--- config.mk ---
export PLATFORM = sky130hd
export DESIGN_NAME = centered_window_sum_mean_top_flat
export DESIGN_NICKNAME = d
export VERILOG_FILES = /design/src/rtl/cwsm_pkg.sv /design/src/rtl/cwsm_in_if.sv /design/src/rtl/cwsm_out_if.sv /design/src/rtl/cwsm_queue.sv /design/src/rtl/cwsm_front.sv /design/src/rtl/cwsm_back.sv /design/src/rtl/centered_window_sum_mean_top.sv /design/src/flat_wrapper.sv
export SDC_FILE = /design/constraint.sdc
export NUM_CORES = 2
export LEC_CHECK = 0
export ABC_AREA = 0
export BUFFER_PORTS_ARGS = -buffer_cell sky130_fd_sc_hd__buf_4
export CORE_UTILIZATION = 40
export CTS_CLUSTER_SIZE = 24
export DETAILED_ROUTE_END_ITERATION = 16
export PLACE_DENSITY = 0.6
export SETUP_SLACK_MARGIN = 0.4
export SLEW_MARGIN = 10
export SYNTH_ARGS = -nofsm -noshare
export SYNTH_HDL_FRONTEND = slang
export SYNTH_SLANG_ARGS = --single-unit
export TNS_END_PERCENT = 30
--- constraint.sdc ---
create_clock -name clk -period 6.27 [get_ports clk]
set_clock_uncertainty 0.05 [all_clocks]
set_input_delay 0.627 -clock clk [delete_from_list [all_inputs] [get_ports clk]]
set_output_delay 0.627 -clock clk [all_outputs]
set_load 0.02 [all_outputs]
--- src/rtl/cwsm_pkg.sv ---
// Shared types and constants for the centered window sum/mean block.
// No dependencies; every other file uses this package.
`default_nettype none
package cwsm_pkg;

  localparam int SAMPLE_W = 16;
  localparam int RESULT_W = 23;
  localparam int CFG_W    = 6;
  localparam int CFG_IDX_W = 1;
  // Wide enough for the largest ring index and window count in range
  localparam int SLOT_W   = 9;
  localparam int CNT_W    = 9;

  localparam logic [CFG_IDX_W-1:0] REG_RADIUS    = 1'd0;
  localparam logic [CFG_IDX_W-1:0] REG_MEAN_MODE = 1'd1;

  typedef enum logic {
    CMD_WRITE,
    CMD_JOB
  } cmd_kind_t;

  typedef struct packed {
    cmd_kind_t           kind;
    logic                last;
    logic                mean;
    logic [SLOT_W-1:0]   slot;    // write slot, or first slot of the window
    logic [CNT_W-1:0]    cnt;     // samples in the window
    logic [SAMPLE_W-1:0] sample;
  } cmd_t;

  typedef enum logic {
    F_ACCEPT,
    F_EMIT
  } front_state_t;

  typedef enum logic [1:0] {
    B_IDLE,
    B_SUM,
    B_DIV,
    B_OUT
  } back_state_t;

endpackage
`default_nettype wire

--- src/rtl/cwsm_in_if.sv ---
// Sample channel: valid/ready handshake with sample and last flag.
// Uses cwsm_pkg for the field widths.
`default_nettype none
interface cwsm_in_if;
  logic                           valid;
  logic                           ready;
  logic [cwsm_pkg::SAMPLE_W-1:0]  sample;
  logic                           last_sample;
  modport source (output valid, sample, last_sample, input ready);
  modport sink (input valid, sample, last_sample, output ready);
endinterface
`default_nettype wire

--- src/rtl/cwsm_out_if.sv ---
// Result channel: valid/ready handshake with result value and last flag.
// Uses cwsm_pkg for the field widths.
`default_nettype none
interface cwsm_out_if;
  logic                           valid;
  logic                           ready;
  logic [cwsm_pkg::RESULT_W-1:0]  result_value;
  logic                           last_result;
  modport source (output valid, result_value, last_result, input ready);
  modport sink (input valid, result_value, last_result, output ready);
endinterface
`default_nettype wire

--- src/rtl/cwsm_queue.sv ---
// Short command queue between the front and back parts.
// Depends on cwsm_pkg for the command type.
`default_nettype none
module cwsm_queue (
  input  wire logic          clk,
  input  wire logic          rst_n,
  input  wire logic          push,
  input  wire cwsm_pkg::cmd_t push_data,
  output logic               full,
  input  wire logic          pop,
  output cwsm_pkg::cmd_t     pop_data,
  output logic               empty
);
  import cwsm_pkg::*;

  localparam int DEPTH = 4;
  localparam int AW = $clog2(DEPTH);

  cmd_t           mem_r [DEPTH];
  logic [AW-1:0]  wr_ptr_r, rd_ptr_r;
  logic [AW:0]    count_r;

  assign full     = (count_r == (AW+1)'(DEPTH));
  assign empty    = (count_r == '0);
  assign pop_data = mem_r[rd_ptr_r];

  // store word on push
  always_ff @(posedge clk) begin
    if (push && !full) begin
      mem_r[wr_ptr_r] <= push_data;
    end
  end

  // advance pointers and occupancy
  always_ff @(posedge clk) begin
    if (!rst_n) begin
      wr_ptr_r <= '0;
      rd_ptr_r <= '0;
      count_r  <= '0;
    end else begin
      if (push && !full) wr_ptr_r <= wr_ptr_r + 1'b1;
      if (pop && !empty) rd_ptr_r <= rd_ptr_r + 1'b1;
      case ({push && !full, pop && !empty})
        2'b10:   count_r <= count_r + 1'b1;
        2'b01:   count_r <= count_r - 1'b1;
        default: count_r <= count_r;
      endcase
    end
  end

  a_empty_pop: assert property (@(posedge clk) disable iff (!rst_n)
    (empty && !push) |=> empty) else $error("queue went nonempty without push");
  a_push_fill: assert property (@(posedge clk) disable iff (!rst_n)
    (push && !full && !pop) |=> !empty) else $error("push lost");

endmodule
`default_nettype wire

--- src/rtl/cwsm_front.sv ---
// Front part: accepts samples, tracks sequence position and issues ring
// writes and window jobs into the queue. Depends on cwsm_pkg and cwsm_in_if.
`default_nettype none
module cwsm_front #(
  parameter int MAX_RADIUS = 63
) (
  input  wire logic                      clk,
  input  wire logic                      rst_n,
  cwsm_in_if.sink                        in_ch,
  input  wire logic [cwsm_pkg::CFG_W-1:0] radius,
  input  wire logic                      mean_mode,
  input  wire logic                      q_full,
  output logic                           q_push,
  output cwsm_pkg::cmd_t                 q_data
);
  import cwsm_pkg::*;

  localparam int RD = 2 * MAX_RADIUS + 2;
  localparam int PW = $clog2(RD);
  localparam int CW = $clog2(RD + 1);
  localparam int XW = CW + 1;

  front_state_t   state_r, state_nxt;
  logic [PW-1:0]  wp_r;
  logic [CW-1:0]  seen_r, pending_r;
  logic           last_r;

  logic [CW-1:0]  r_eff, idx, left, right;
  logic [XW-1:0]  centre_x, base_x, n_x;
  logic           known, emit, acc;

  // clamp radius
  always_comb begin
    if ({3'b0, radius} > 9'(MAX_RADIUS)) r_eff = CW'(MAX_RADIUS);
    else                                 r_eff = CW'(radius);
  end

  // window geometry of the oldest owed result
  always_comb begin
    known    = (seen_r < CW'(RD));
    idx      = seen_r - pending_r;
    left     = (known && (idx < r_eff)) ? idx : r_eff;
    right    = ((pending_r - 1'b1) < r_eff) ? (pending_r - 1'b1) : r_eff;
    n_x      = XW'(left) + XW'(right) + 1'b1;
    centre_x = XW'(wp_r) + XW'(RD) - XW'(pending_r);
    if (centre_x >= XW'(RD)) centre_x = centre_x - XW'(RD);
    base_x   = centre_x + XW'(RD) - XW'(left);
    if (base_x >= XW'(RD)) base_x = base_x - XW'(RD);
    emit     = (pending_r != '0) && (last_r || (pending_r > r_eff));
  end

  // next state
  always_comb begin
    state_nxt = state_r;
    case (state_r)
      F_ACCEPT: if (acc) state_nxt = F_EMIT;
      F_EMIT:   if (!emit) state_nxt = F_ACCEPT;
      default:  state_nxt = F_ACCEPT;
    endcase
  end

  // outputs
  always_comb begin
    in_ch.ready = (state_r == F_ACCEPT) && !q_full;
    acc         = in_ch.valid && in_ch.ready;
    q_push      = 1'b0;
    q_data      = '0;
    case (state_r)
      F_ACCEPT: begin
        q_push        = acc;
        q_data.kind   = CMD_WRITE;
        q_data.slot   = SLOT_W'(wp_r);
        q_data.sample = in_ch.sample;
      end
      F_EMIT: begin
        q_push      = emit && !q_full;
        q_data.kind = CMD_JOB;
        q_data.slot = SLOT_W'(base_x);
        q_data.cnt  = CNT_W'(n_x);
        q_data.mean = mean_mode;
        q_data.last = last_r && (pending_r == CW'(1));
      end
      default: ;
    endcase
  end

  // hold sequence counters
  always_ff @(posedge clk) begin
    if (!rst_n) begin
      state_r   <= F_ACCEPT;
      wp_r      <= '0;
      seen_r    <= '0;
      pending_r <= '0;
      last_r    <= 1'b0;
    end else begin
      state_r <= state_nxt;
      if (acc) begin
        wp_r   <= (wp_r == PW'(RD - 1)) ? '0 : wp_r + 1'b1;
        last_r <= in_ch.last_sample;
        if (seen_r < CW'(RD))    seen_r    <= seen_r + 1'b1;
        if (pending_r < CW'(RD)) pending_r <= pending_r + 1'b1;
      end else if (state_r == F_EMIT) begin
        if (emit && !q_full) begin
          pending_r <= pending_r - 1'b1;
        end else if (!emit && last_r) begin
          wp_r      <= '0;
          seen_r    <= '0;
          pending_r <= '0;
          last_r    <= 1'b0;
        end
      end
    end
  end

  a_pending_cap: assert property (@(posedge clk) disable iff (!rst_n)
    pending_r <= CW'(RD)) else $error("pending above ring depth");
  a_flush_clears: assert property (@(posedge clk) disable iff (!rst_n)
    (state_r == F_EMIT && !emit && last_r) |=> (pending_r == '0 && seen_r == '0))
    else $error("sequence not cleared after flush");

endmodule
`default_nettype wire

--- src/rtl/cwsm_back.sv ---
// Back part: holds the sample ring, sums each window one slot per cycle,
// divides for mean mode and drives the result register. Depends on cwsm_pkg.
`default_nettype none
module cwsm_back #(
  parameter int MAX_RADIUS = 63
) (
  input  wire logic           clk,
  input  wire logic           rst_n,
  input  wire logic           q_empty,
  input  wire cwsm_pkg::cmd_t q_data,
  output logic                q_pop,
  cwsm_out_if.source          out_ch
);
  import cwsm_pkg::*;

  localparam int RD = 2 * MAX_RADIUS + 2;
  localparam int PW = $clog2(RD);
  localparam int SUM_W = SAMPLE_W + PW + 1;
  // keep room for the saturation compare at any ring size
  localparam int AW = (SUM_W > RESULT_W) ? SUM_W : RESULT_W + 1;
  localparam int DW = $clog2(AW + 1);
  localparam int SW = CNT_W + 1;

  back_state_t            state_r, state_nxt;
  logic [SAMPLE_W-1:0]    ring_r [RD];
  logic [SAMPLE_W-1:0]    rd_r;
  logic                   rdv_r;
  logic [PW-1:0]          addr_r;
  logic [CNT_W-1:0]       iss_r, n_r;
  logic signed [AW-1:0]   acc_r;
  logic                   last_r, mean_r, neg_r;
  logic [AW-1:0]          quo_r;
  logic [SW-1:0]          rem_r;
  logic [DW-1:0]          step_r;
  logic                   out_valid_r, out_last_r;
  logic [RESULT_W-1:0]    out_val_r;

  logic                   sum_done, out_free;
  logic [SW-1:0]          rem_sh;
  logic signed [AW-1:0]   fin;
  logic [RESULT_W-1:0]    sat;

  assign sum_done = (iss_r == n_r) && !rdv_r;
  assign out_free = !out_valid_r || out_ch.ready;
  assign rem_sh   = {rem_r[SW-2:0], quo_r[AW-1]};

  // pick final value and saturate to the result range
  always_comb begin
    if (mean_r) fin = neg_r ? -$signed(quo_r) : $signed(quo_r);
    else        fin = acc_r;
    if (fin > AW'(signed'(24'sd4194303)))       sat = {1'b0, {(RESULT_W-1){1'b1}}};
    else if (fin < AW'(signed'(-24'sd4194304))) sat = {1'b1, {(RESULT_W-1){1'b0}}};
    else                                        sat = fin[RESULT_W-1:0];
  end

  // next state
  always_comb begin
    state_nxt = state_r;
    case (state_r)
      B_IDLE: if (!q_empty && q_data.kind == CMD_JOB) state_nxt = B_SUM;
      B_SUM:  if (sum_done) state_nxt = mean_r ? B_DIV : B_OUT;
      B_DIV:  if (step_r == '0) state_nxt = B_OUT;
      B_OUT:  if (out_free) state_nxt = B_IDLE;
      default: state_nxt = B_IDLE;
    endcase
  end

  // outputs
  always_comb begin
    q_pop = 1'b0;
    case (state_r)
      B_IDLE:  q_pop = !q_empty;
      default: q_pop = 1'b0;
    endcase
  end

  assign out_ch.valid        = out_valid_r;
  assign out_ch.result_value = out_val_r;
  assign out_ch.last_result  = out_last_r;

  // ring write and registered read
  always_ff @(posedge clk) begin
    if (q_pop && q_data.kind == CMD_WRITE) begin
      ring_r[q_data.slot[PW-1:0]] <= q_data.sample;
    end
    rd_r <= ring_r[addr_r];
  end

  // sum, divide and result register
  always_ff @(posedge clk) begin
    if (!rst_n) begin
      state_r     <= B_IDLE;
      rdv_r       <= 1'b0;
      out_valid_r <= 1'b0;
    end else begin
      state_r <= state_nxt;
      // raise valid on a new result, drop it once taken
      if (state_r == B_OUT && out_free) out_valid_r <= 1'b1;
      else if (out_ch.ready)            out_valid_r <= 1'b0;
      case (state_r)
        B_IDLE: begin
          if (q_pop && q_data.kind == CMD_JOB) begin
            addr_r <= q_data.slot[PW-1:0];
            n_r    <= q_data.cnt;
            last_r <= q_data.last;
            mean_r <= q_data.mean;
            iss_r  <= '0;
            acc_r  <= '0;
            rdv_r  <= 1'b0;
          end
        end
        B_SUM: begin
          if (iss_r != n_r) begin
            iss_r  <= iss_r + 1'b1;
            addr_r <= (addr_r == PW'(RD - 1)) ? '0 : addr_r + 1'b1;
          end
          rdv_r <= (iss_r != n_r);
          if (rdv_r) acc_r <= acc_r + AW'($signed(rd_r));
          if (sum_done) begin
            neg_r  <= acc_r[AW-1];
            quo_r  <= acc_r[AW-1] ? AW'(-acc_r) : AW'(acc_r);
            rem_r  <= '0;
            step_r <= DW'(AW);
          end
        end
        B_DIV: begin
          if (step_r != '0) begin
            step_r <= step_r - 1'b1;
            if (rem_sh >= SW'(n_r)) begin
              rem_r <= rem_sh - SW'(n_r);
              quo_r <= {quo_r[AW-2:0], 1'b1};
            end else begin
              rem_r <= rem_sh;
              quo_r <= {quo_r[AW-2:0], 1'b0};
            end
          end
        end
        B_OUT: begin
          if (out_free) begin
            out_val_r   <= sat;
            out_last_r  <= last_r;
          end
        end
        default: ;
      endcase
    end
  end

  a_job_nonempty: assert property (@(posedge clk) disable iff (!rst_n)
    (q_pop && q_data.kind == CMD_JOB) |-> (q_data.cnt != '0))
    else $error("window job with no samples");
  a_iss_bound: assert property (@(posedge clk) disable iff (!rst_n)
    (state_r == B_SUM) |-> (iss_r <= n_r)) else $error("read past window");

endmodule
`default_nettype wire

--- src/rtl/centered_window_sum_mean_top.sv ---
// The front accepts a sample, then issues the results that the sample releases
// and returns to accepting. The back pops each job, sums its n-sample window
// through the single ring read port, in mean mode divides the sum by n in the
// bit-serial divider (sum width at least RESULT_W+1), registers the result and
// only then pops its next command. Results lag the input by radius samples; the
// sample flagged last flushes all owed results.
// Top level: config registers, front, queue and back.
// Depends on cwsm_pkg, cwsm_in_if, cwsm_out_if, cwsm_front, cwsm_queue, cwsm_back.
`default_nettype none
module centered_window_sum_mean_top #(
  parameter int MAX_RADIUS = 63
) (
  input  wire logic                          clk,
  input  wire logic                          rst_n,
  cwsm_in_if.sink                            in_ch,
  cwsm_out_if.source                         out_ch,
  input  wire logic                          cfg_we,
  input  wire logic [cwsm_pkg::CFG_IDX_W-1:0] cfg_index,
  input  wire logic [cwsm_pkg::CFG_W-1:0]    cfg_wdata
);
  import cwsm_pkg::*;

  logic [CFG_W-1:0] radius_r;
  logic             mean_mode_r;
  logic             q_full, q_empty, q_push, q_pop;
  cmd_t             q_in, q_out;

  // configuration registers
  always_ff @(posedge clk) begin
    if (!rst_n) begin
      radius_r    <= CFG_W'(1);
      mean_mode_r <= 1'b0;
    end else if (cfg_we) begin
      case (cfg_index)
        REG_RADIUS:    radius_r    <= cfg_wdata;
        REG_MEAN_MODE: mean_mode_r <= cfg_wdata[0];
        default: ;
      endcase
    end
  end

  cwsm_front #(.MAX_RADIUS(MAX_RADIUS)) u_front (
    .clk, .rst_n, .in_ch,
    .radius(radius_r), .mean_mode(mean_mode_r),
    .q_full, .q_push, .q_data(q_in)
  );

  cwsm_queue u_queue (
    .clk, .rst_n,
    .push(q_push), .push_data(q_in), .full(q_full),
    .pop(q_pop), .pop_data(q_out), .empty(q_empty)
  );

  cwsm_back #(.MAX_RADIUS(MAX_RADIUS)) u_back (
    .clk, .rst_n, .q_empty, .q_data(q_out), .q_pop, .out_ch
  );

endmodule
`default_nettype wire
--- src/flat_wrapper.sv ---
// flat-port wrapper written by rule: the top's interface ports become plain ports
module centered_window_sum_mean_top_flat import cwsm_pkg::*;
#(
  parameter int MAX_RADIUS = 63
)
  (clk, rst_n, cfg_we, cfg_index, cfg_wdata, in_ch_valid, in_ch_sample, in_ch_last_sample, in_ch_ready, out_ch_valid, out_ch_result_value, out_ch_last_result, out_ch_ready);
  cwsm_in_if in_ch_i ();
  cwsm_out_if out_ch_i ();
  input  wire logic clk;
  input  wire logic rst_n;
  input  wire logic cfg_we;
  input  wire logic [cwsm_pkg::CFG_IDX_W-1:0] cfg_index;
  input  wire logic [cwsm_pkg::CFG_W-1:0] cfg_wdata;
  input wire logic [$bits(in_ch_i.valid)-1:0] in_ch_valid;
  input wire logic [$bits(in_ch_i.sample)-1:0] in_ch_sample;
  input wire logic [$bits(in_ch_i.last_sample)-1:0] in_ch_last_sample;
  output wire logic [$bits(in_ch_i.ready)-1:0] in_ch_ready;
  output wire logic [$bits(out_ch_i.valid)-1:0] out_ch_valid;
  output wire logic [$bits(out_ch_i.result_value)-1:0] out_ch_result_value;
  output wire logic [$bits(out_ch_i.last_result)-1:0] out_ch_last_result;
  input wire logic [$bits(out_ch_i.ready)-1:0] out_ch_ready;
  assign in_ch_i.valid = in_ch_valid;
  assign in_ch_i.sample = in_ch_sample;
  assign in_ch_i.last_sample = in_ch_last_sample;
  assign in_ch_ready = in_ch_i.ready;
  assign out_ch_valid = out_ch_i.valid;
  assign out_ch_result_value = out_ch_i.result_value;
  assign out_ch_last_result = out_ch_i.last_result;
  assign out_ch_i.ready = out_ch_ready;
  centered_window_sum_mean_top #(.MAX_RADIUS(MAX_RADIUS)) u_core (.clk(clk), .rst_n(rst_n), .in_ch(in_ch_i), .out_ch(out_ch_i), .cfg_we(cfg_we), .cfg_index(cfg_index), .cfg_wdata(cfg_wdata));
endmodule
Word-level counts from Yosys, hierarchy flattened
Memories as Yosys holds them, arrays and structs flattened. A register that Yosys moved wholly into a read port is not among the register bits.
Cells that the tools add are included.
{"block": "classes", "magnitude_cmp": 10, "n_reduce_logical": 46, "n_eq_ne": 22, "bitwise": 3, "add_sub_neg": 24, "muxes": 74}
{"operator": "24-bit two-way mux", "count": 7}
{"operator": "24-bit one-hot mux with 2 select lines", "count": 2}
{"operator": "8-bit two-way mux", "count": 11}
{"operator": "9-bit two-way mux", "count": 8}
{"operator": "7-bit two-way mux", "count": 8}
{"operator": "9-bit one-hot mux with 2 select lines", "count": 3}
{"operator": "24-bit negation", "count": 2}
{"operator": "24-bit by 16-bit adder with 24-bit output", "count": 1}
{"operator": "24-bit by 23-bit > comparator with 1-bit output (second input constant)", "count": 1}
{"operator": "24-bit by 23-bit < comparator with 1-bit output (second input constant)", "count": 1}
{"operator": "23-bit two-way mux", "count": 1}
{"operator": "2-bit inequality test (second input constant)", "count": 10}
{"operator": "4-bit AND reduction", "count": 5}
{"operator": "9-bit by 1-bit adder with 9-bit output (second input constant)", "count": 2}
{"operator": "9-bit by 8-bit >= comparator with 1-bit output (second input constant)", "count": 2}
{"operator": "9-bit by 8-bit subtractor with 9-bit output", "count": 2}
{"operator": "9-bit by 8-bit subtractor with 9-bit output (second input constant)", "count": 2}
{"operator": "8-bit by 1-bit adder with 8-bit output (second input constant)", "count": 2}
{"operator": "8-bit by 6-bit < comparator with 1-bit output", "count": 2}
{"operator": "8-bit < comparator (second input constant)", "count": 2}
{"operator": "1-bit two-way mux", "count": 16}
{"operator": "16-bit two-way mux", "count": 1}
{"operator": "3-bit AND reduction", "count": 5}
{"operator": "7-bit by 1-bit adder with 7-bit output (second input constant)", "count": 2}
{"operator": "39 further kinds", "count": 81}
{"block": "totals", "out_inout_bits": 26, "input_bits": 29, "ramBits": 2196, "word_cells": 206, "memories": 2, "reg_bits": 157}
{"name": "u_core.u_back.ring_r", "depth": 128, "word_bits": 16, "rd": 1, "rd_clocked_by_memory_dff": 1, "wr": 1, "line": "cwsm_back.sv:25", "rtl": "logic [SAMPLE_W-1:0] ring_r [RD];"}
{"name": "u_core.u_queue.mem_r", "depth": 4, "word_bits": 37, "rd": 1, "rd_clocked_by_memory_dff": 1, "wr": 1, "line": "cwsm_queue.sv:19", "rtl": "cmd_t mem_r [DEPTH];"}

Logic depth before layout (Yosys ltp)
{"block": "depth", "ltp_word": 9, "depth_mapped": 23, "ltp_nobuf": 22}

Modules after synthesis
A second synthesis with hierarchy kept.
{"block": "hier_totals", "hier_cells": 4679, "hier_area_um2": 96049.6}
{"mod": "cwsm_back", "n_inst": 1, "area_each_um2": 86241.5, "cells_each": 3917, "seq_area_each_um2": 65322.6}
{"mod": "cwsm_queue", "n_inst": 1, "area_each_um2": 5863.1, "cells_each": 247, "seq_area_each_um2": 4624.4}
{"mod": "cwsm_front", "n_inst": 1, "area_each_um2": 3644.7, "cells_each": 483, "seq_area_each_um2": 500.5}
{"mod": "centered_window_sum_mean_top", "n_inst": 1, "area_each_um2": 300.3, "cells_each": 32, "seq_area_each_um2": 140.1}

Worst setup path after synthesis
OpenSTA, ideal clock, no wires.
{"block": "synth_path", "path_kind": "register -> register", "from": "reg u_core.u_front.pending_r[1]", "to": "mem u_core.u_queue.mem_r[0][30] in the netlist's numbering, data pin", "arrival_ps": 4813, "path_slack_ps": 1140, "setup_time_ps": 266, "synth_period_minus_slack_ps": 5130, "t_required_ps": 5954, "path_stages_with_launch": 21, "path_buffers": 2, "cell_sequence": "dfxtp_1 clkbuf_1 inv_1 ha_1 nor2b_1 o21ai_0 a21boi_0 o31ai_1 a21boi_0 ha_1 nand2_1 o2111ai_1 clkbuf_1 mux2i_1 ha_1 ha_1 fa_1 a21o_1 a21oi_1 xnor2_1 mux2_2"}
{"item": "start, declared", "line": "cwsm_front.sv:25", "rtl": "logic [CW-1:0] seen_r, pending_r;"}
{"item": "start signal, assigned", "line": "cwsm_front.sv:101", "rtl": "if (pending_r < CW'(RD)) pending_r <= pending_r + 1'b1;"}
{"item": "start signal, assigned", "line": "cwsm_front.sv:104", "rtl": "pending_r <= pending_r - 1'b1;"}
{"item": "end, declared", "line": "cwsm_queue.sv:19"}

==> reports/summary.txt <==
Fin area = 108000 µm²
Mapped cell area = 95100 µm²
DR pass1 iterations = 5
Die area = 240000 µm²
Commonest register cell after synthesis = edfxtp_1
CP max FO = 10
Status = finished clean
Worst skew pair latency = 0.88 ns
Sink Count = 2363
FMAX = 187 MHz
Yosys reg bits = 2363
Dpl hpwl = 132000 µm
Die width = 490 µm
Layout net count = 5121
Max-slew headroom = 0.126
Crit path required time = 6.87 ns
Tcrit/Tclk final = 0.853
Ranking of synthesized cells by area = edfxtp_1, mux4_2, ha_1
Minimum clock period = 5.35 ns
P_leak = 34.6 nW
Vias in the first global route = 47900
DR iter-0 viols = 4657
Worst setup SP type = register
Longest Clk Path Bufs = 3
Pins Over Slew Limit = 0
Post-Route WL = 224000 µm
Cell with the most instances after synthesis = edfxtp_1
Post-synthesis instance total = 4729
Max-cap violation count = 0
Setup bufs post-CTS = 0
Initial Util = 0.403
Root buf cell = clkbuf_16
Synth top cells by count = edfxtp_1, mux4_2, nor2_1
Peak VDD IR = 0.000295 V
Post-synth EDFFs = 2302
CP most frequent cell = ha_1
Post-DRT Antenna Nets = 0
Via count of the routed design = 46600
Setup violators final = 0
PD cells = 480 nW/µm²
Critical path, cell by cell = inv_1 > ha_1 > nor2b_1 > o21ai_0 > a21boi_0 > o31ai_1 > a21boi_1 > ha_1 > a211oi_1 > o2111ai_2 > mux2i_1 > ha_1 > ha_1 > a21o_1 > a21o_1 > a21o_1 > a21oi_1 > xnor2_1 > nand2_1 > xnor2_1
CTS tree = built
Final hold vios = 0
Arr. time, crit path = 5.95 ns
Warnings from Yosys = 0
Share of layout cells above drive strength 1 = 0.254
RSZ-0062 raised after global routing = false
H-tree Lvls = 4
Worst hold path type = input port to register
Antenna violations before repair = 9
Port Buffers = 54
Crit Path Class = register to register
Clock-pin slew on the worst setup and hold paths = 0.07 ns
Setup crit end kind = register
Slowest CP cell = dfxtp_1
Placer Congestion = 0.815
First-pass GRT wire length = 330000 µm
Post-synth top area cell = edfxtp_1
Synth top area share = 0.727
Pin count of the biggest net entering global routing = 97
Placed inst area = 100000 µm²
TNS Setup = 0 ns
Die Y = 490 µm
Synthesized area per cell = 20.1 µm²
Ports = 55
Critical path's largest stage delay = 0.52 ns
Grt total ovfl = 0
Least-Margin Pin Slew = 1.31 ns
Register area share after synthesis = 0.739
GRT Overall Usage = 0.188
Yosys cell types = 65
Ys async rst share = 0
DRC errors left = 0
Core ar. = 236000 µm²
Routed WL per cell = 26.8 µm
Rows = 178
Vias per cell = 5.58
P&R area growth vs syn = 13.7%
Total CTS buffers = 234
-- state kept, by name (all words and copies together) (netlist names), 9 cells and up, named ones only --
name	cells
u_core.u_back.ring_r	2048
u_core.u_queue.mem_r	140
u_core.u_back.acc_r	24
u_core.u_back.quo_r	24
u_core.u_back.out_ch.result_value	23
u_core.u_back.rd_r	16
u_core.u_back.iss_r	9
u_core.u_back.n_r	9
u_core.u_back.rem_r	9
-- critical path, delay by kind of cell (launching register included) --
kind            cells  cell delay, ns
mux                 1            0.38
flops               1            0.52
fa+ha+maj           4            1.09
compound gates     10            2.31
buf+inv             1            0.11
xor+xnor            2            0.47
simple gates        2            0.22
-- metrics by stage --
step	power (mW)	setup WS (ns)	cells	util	hold slack, ns
2_1_floorplan	32.6	1.14	4732	-	0.350
3_3_place_gp	38.3	0.772	7887	0.426	0.385
3_5_place_dp	38.6	0.746	7887	0.426	0.376
4_1_cts	52.4	0.717	8342	0.459	0.0318
5_1_grt	54.2	0.508	8343	0.459	0.0588
6_report	52.0	0.921	8345	0.459	0.109
-- worst paths after layout --
path                                                  from                                         end  slack (ns)  depth (start not counted)
setup / recovery  u_core.u_front.pending_r[1]$_SDFFE_PN0P_       u_core.u_queue.mem_r[2][31]$_DFFE_PP_        0.92                         20
hold / removal                                       rst_n    u_core.u_front.pending_r[2]$_SDFFE_PN0P_        0.11                          2
setup reg to reg  u_core.u_front.pending_r[1]$_SDFFE_PN0P_       u_core.u_queue.mem_r[2][31]$_DFFE_PP_        0.92                         20
hold reg to reg             u_core.u_back.last_r$_DFFE_PP_  u_core.u_back.out_ch.last_result$_DFFE_PP_        0.38                          0
-- area by class of cell --
type,count,area [µm²]
multi-input combinational,2066,23800
timing repair buffer,254,2200
fill,19600,128000
sequential,2363,70400
clock buffer,298,6240
clock inverter,145,1410
antenna,3,7.51
inverter,66,249
tap,3150,3940
-- report_power, final --
group / switching [mW] / leakage (nW) / internal [mW]
Sequential: 0.643 / 21.3 / 21.0
Clock: 6.04 / 3.71 / 7.80
Combinational: 10.3 / 9.56 / 6.17
Total: 17.0 / 34.6 / 34.9
-- metal layers --
| metal | share of wire | up-vias | track usage |
|---|---|---|---|
| met5 | 0 | - | 0 |
| met4 | 0.017 | 0 | 0.0395 |
| met3 | 0.065 | 263 | 0.0328 |
| met2 | 0.49 | 1442 | 0.305 |
| met1 | 0.43 | 25000 | 0.268 |
| li1 | - | 19900 | - |
-- cell families (layout without fill, tap and decap cells) --
kind of cell | count (synthesis) | count (layout) | share of synthesized area
simple gates | 714 | 714 | 0.0335
flops | 2363 | 2363 | 0.739
other cells | 1 | 7 | 0.0000394
fa+ha+maj | 116 | 116 | 0.0157
xor+xnor | 125 | 125 | 0.0115
compound gates | 363 | 363 | 0.0239
mux | 744 | 744 | 0.163
buf+inv | 303 | 763 | 0.0125
-- placed cells by master, fill, tap and decap left out, drive strengths merged, types with 81 or more instances in the layout --
cell type  Yosys  final
nor2         253    253
o21ai        132    132
xor2          81     81
ha           100    100
clkbuf       149    298
a21oi         82     82
clkinv         1    109
mux4         645    645
edfxtp      2302   2302
nand2        245    245
buf           88    242
mux2i         81     81
-- what timing repair did --
action / 4_1_cts / 5_1_grt
hold buffers: 12 / 0
setup endpoints to repair: 0 / 8
hold endpoints to repair: 9 / 0
gates resized for setup: 0 / 2
Power figures use the tool's default switching activity.
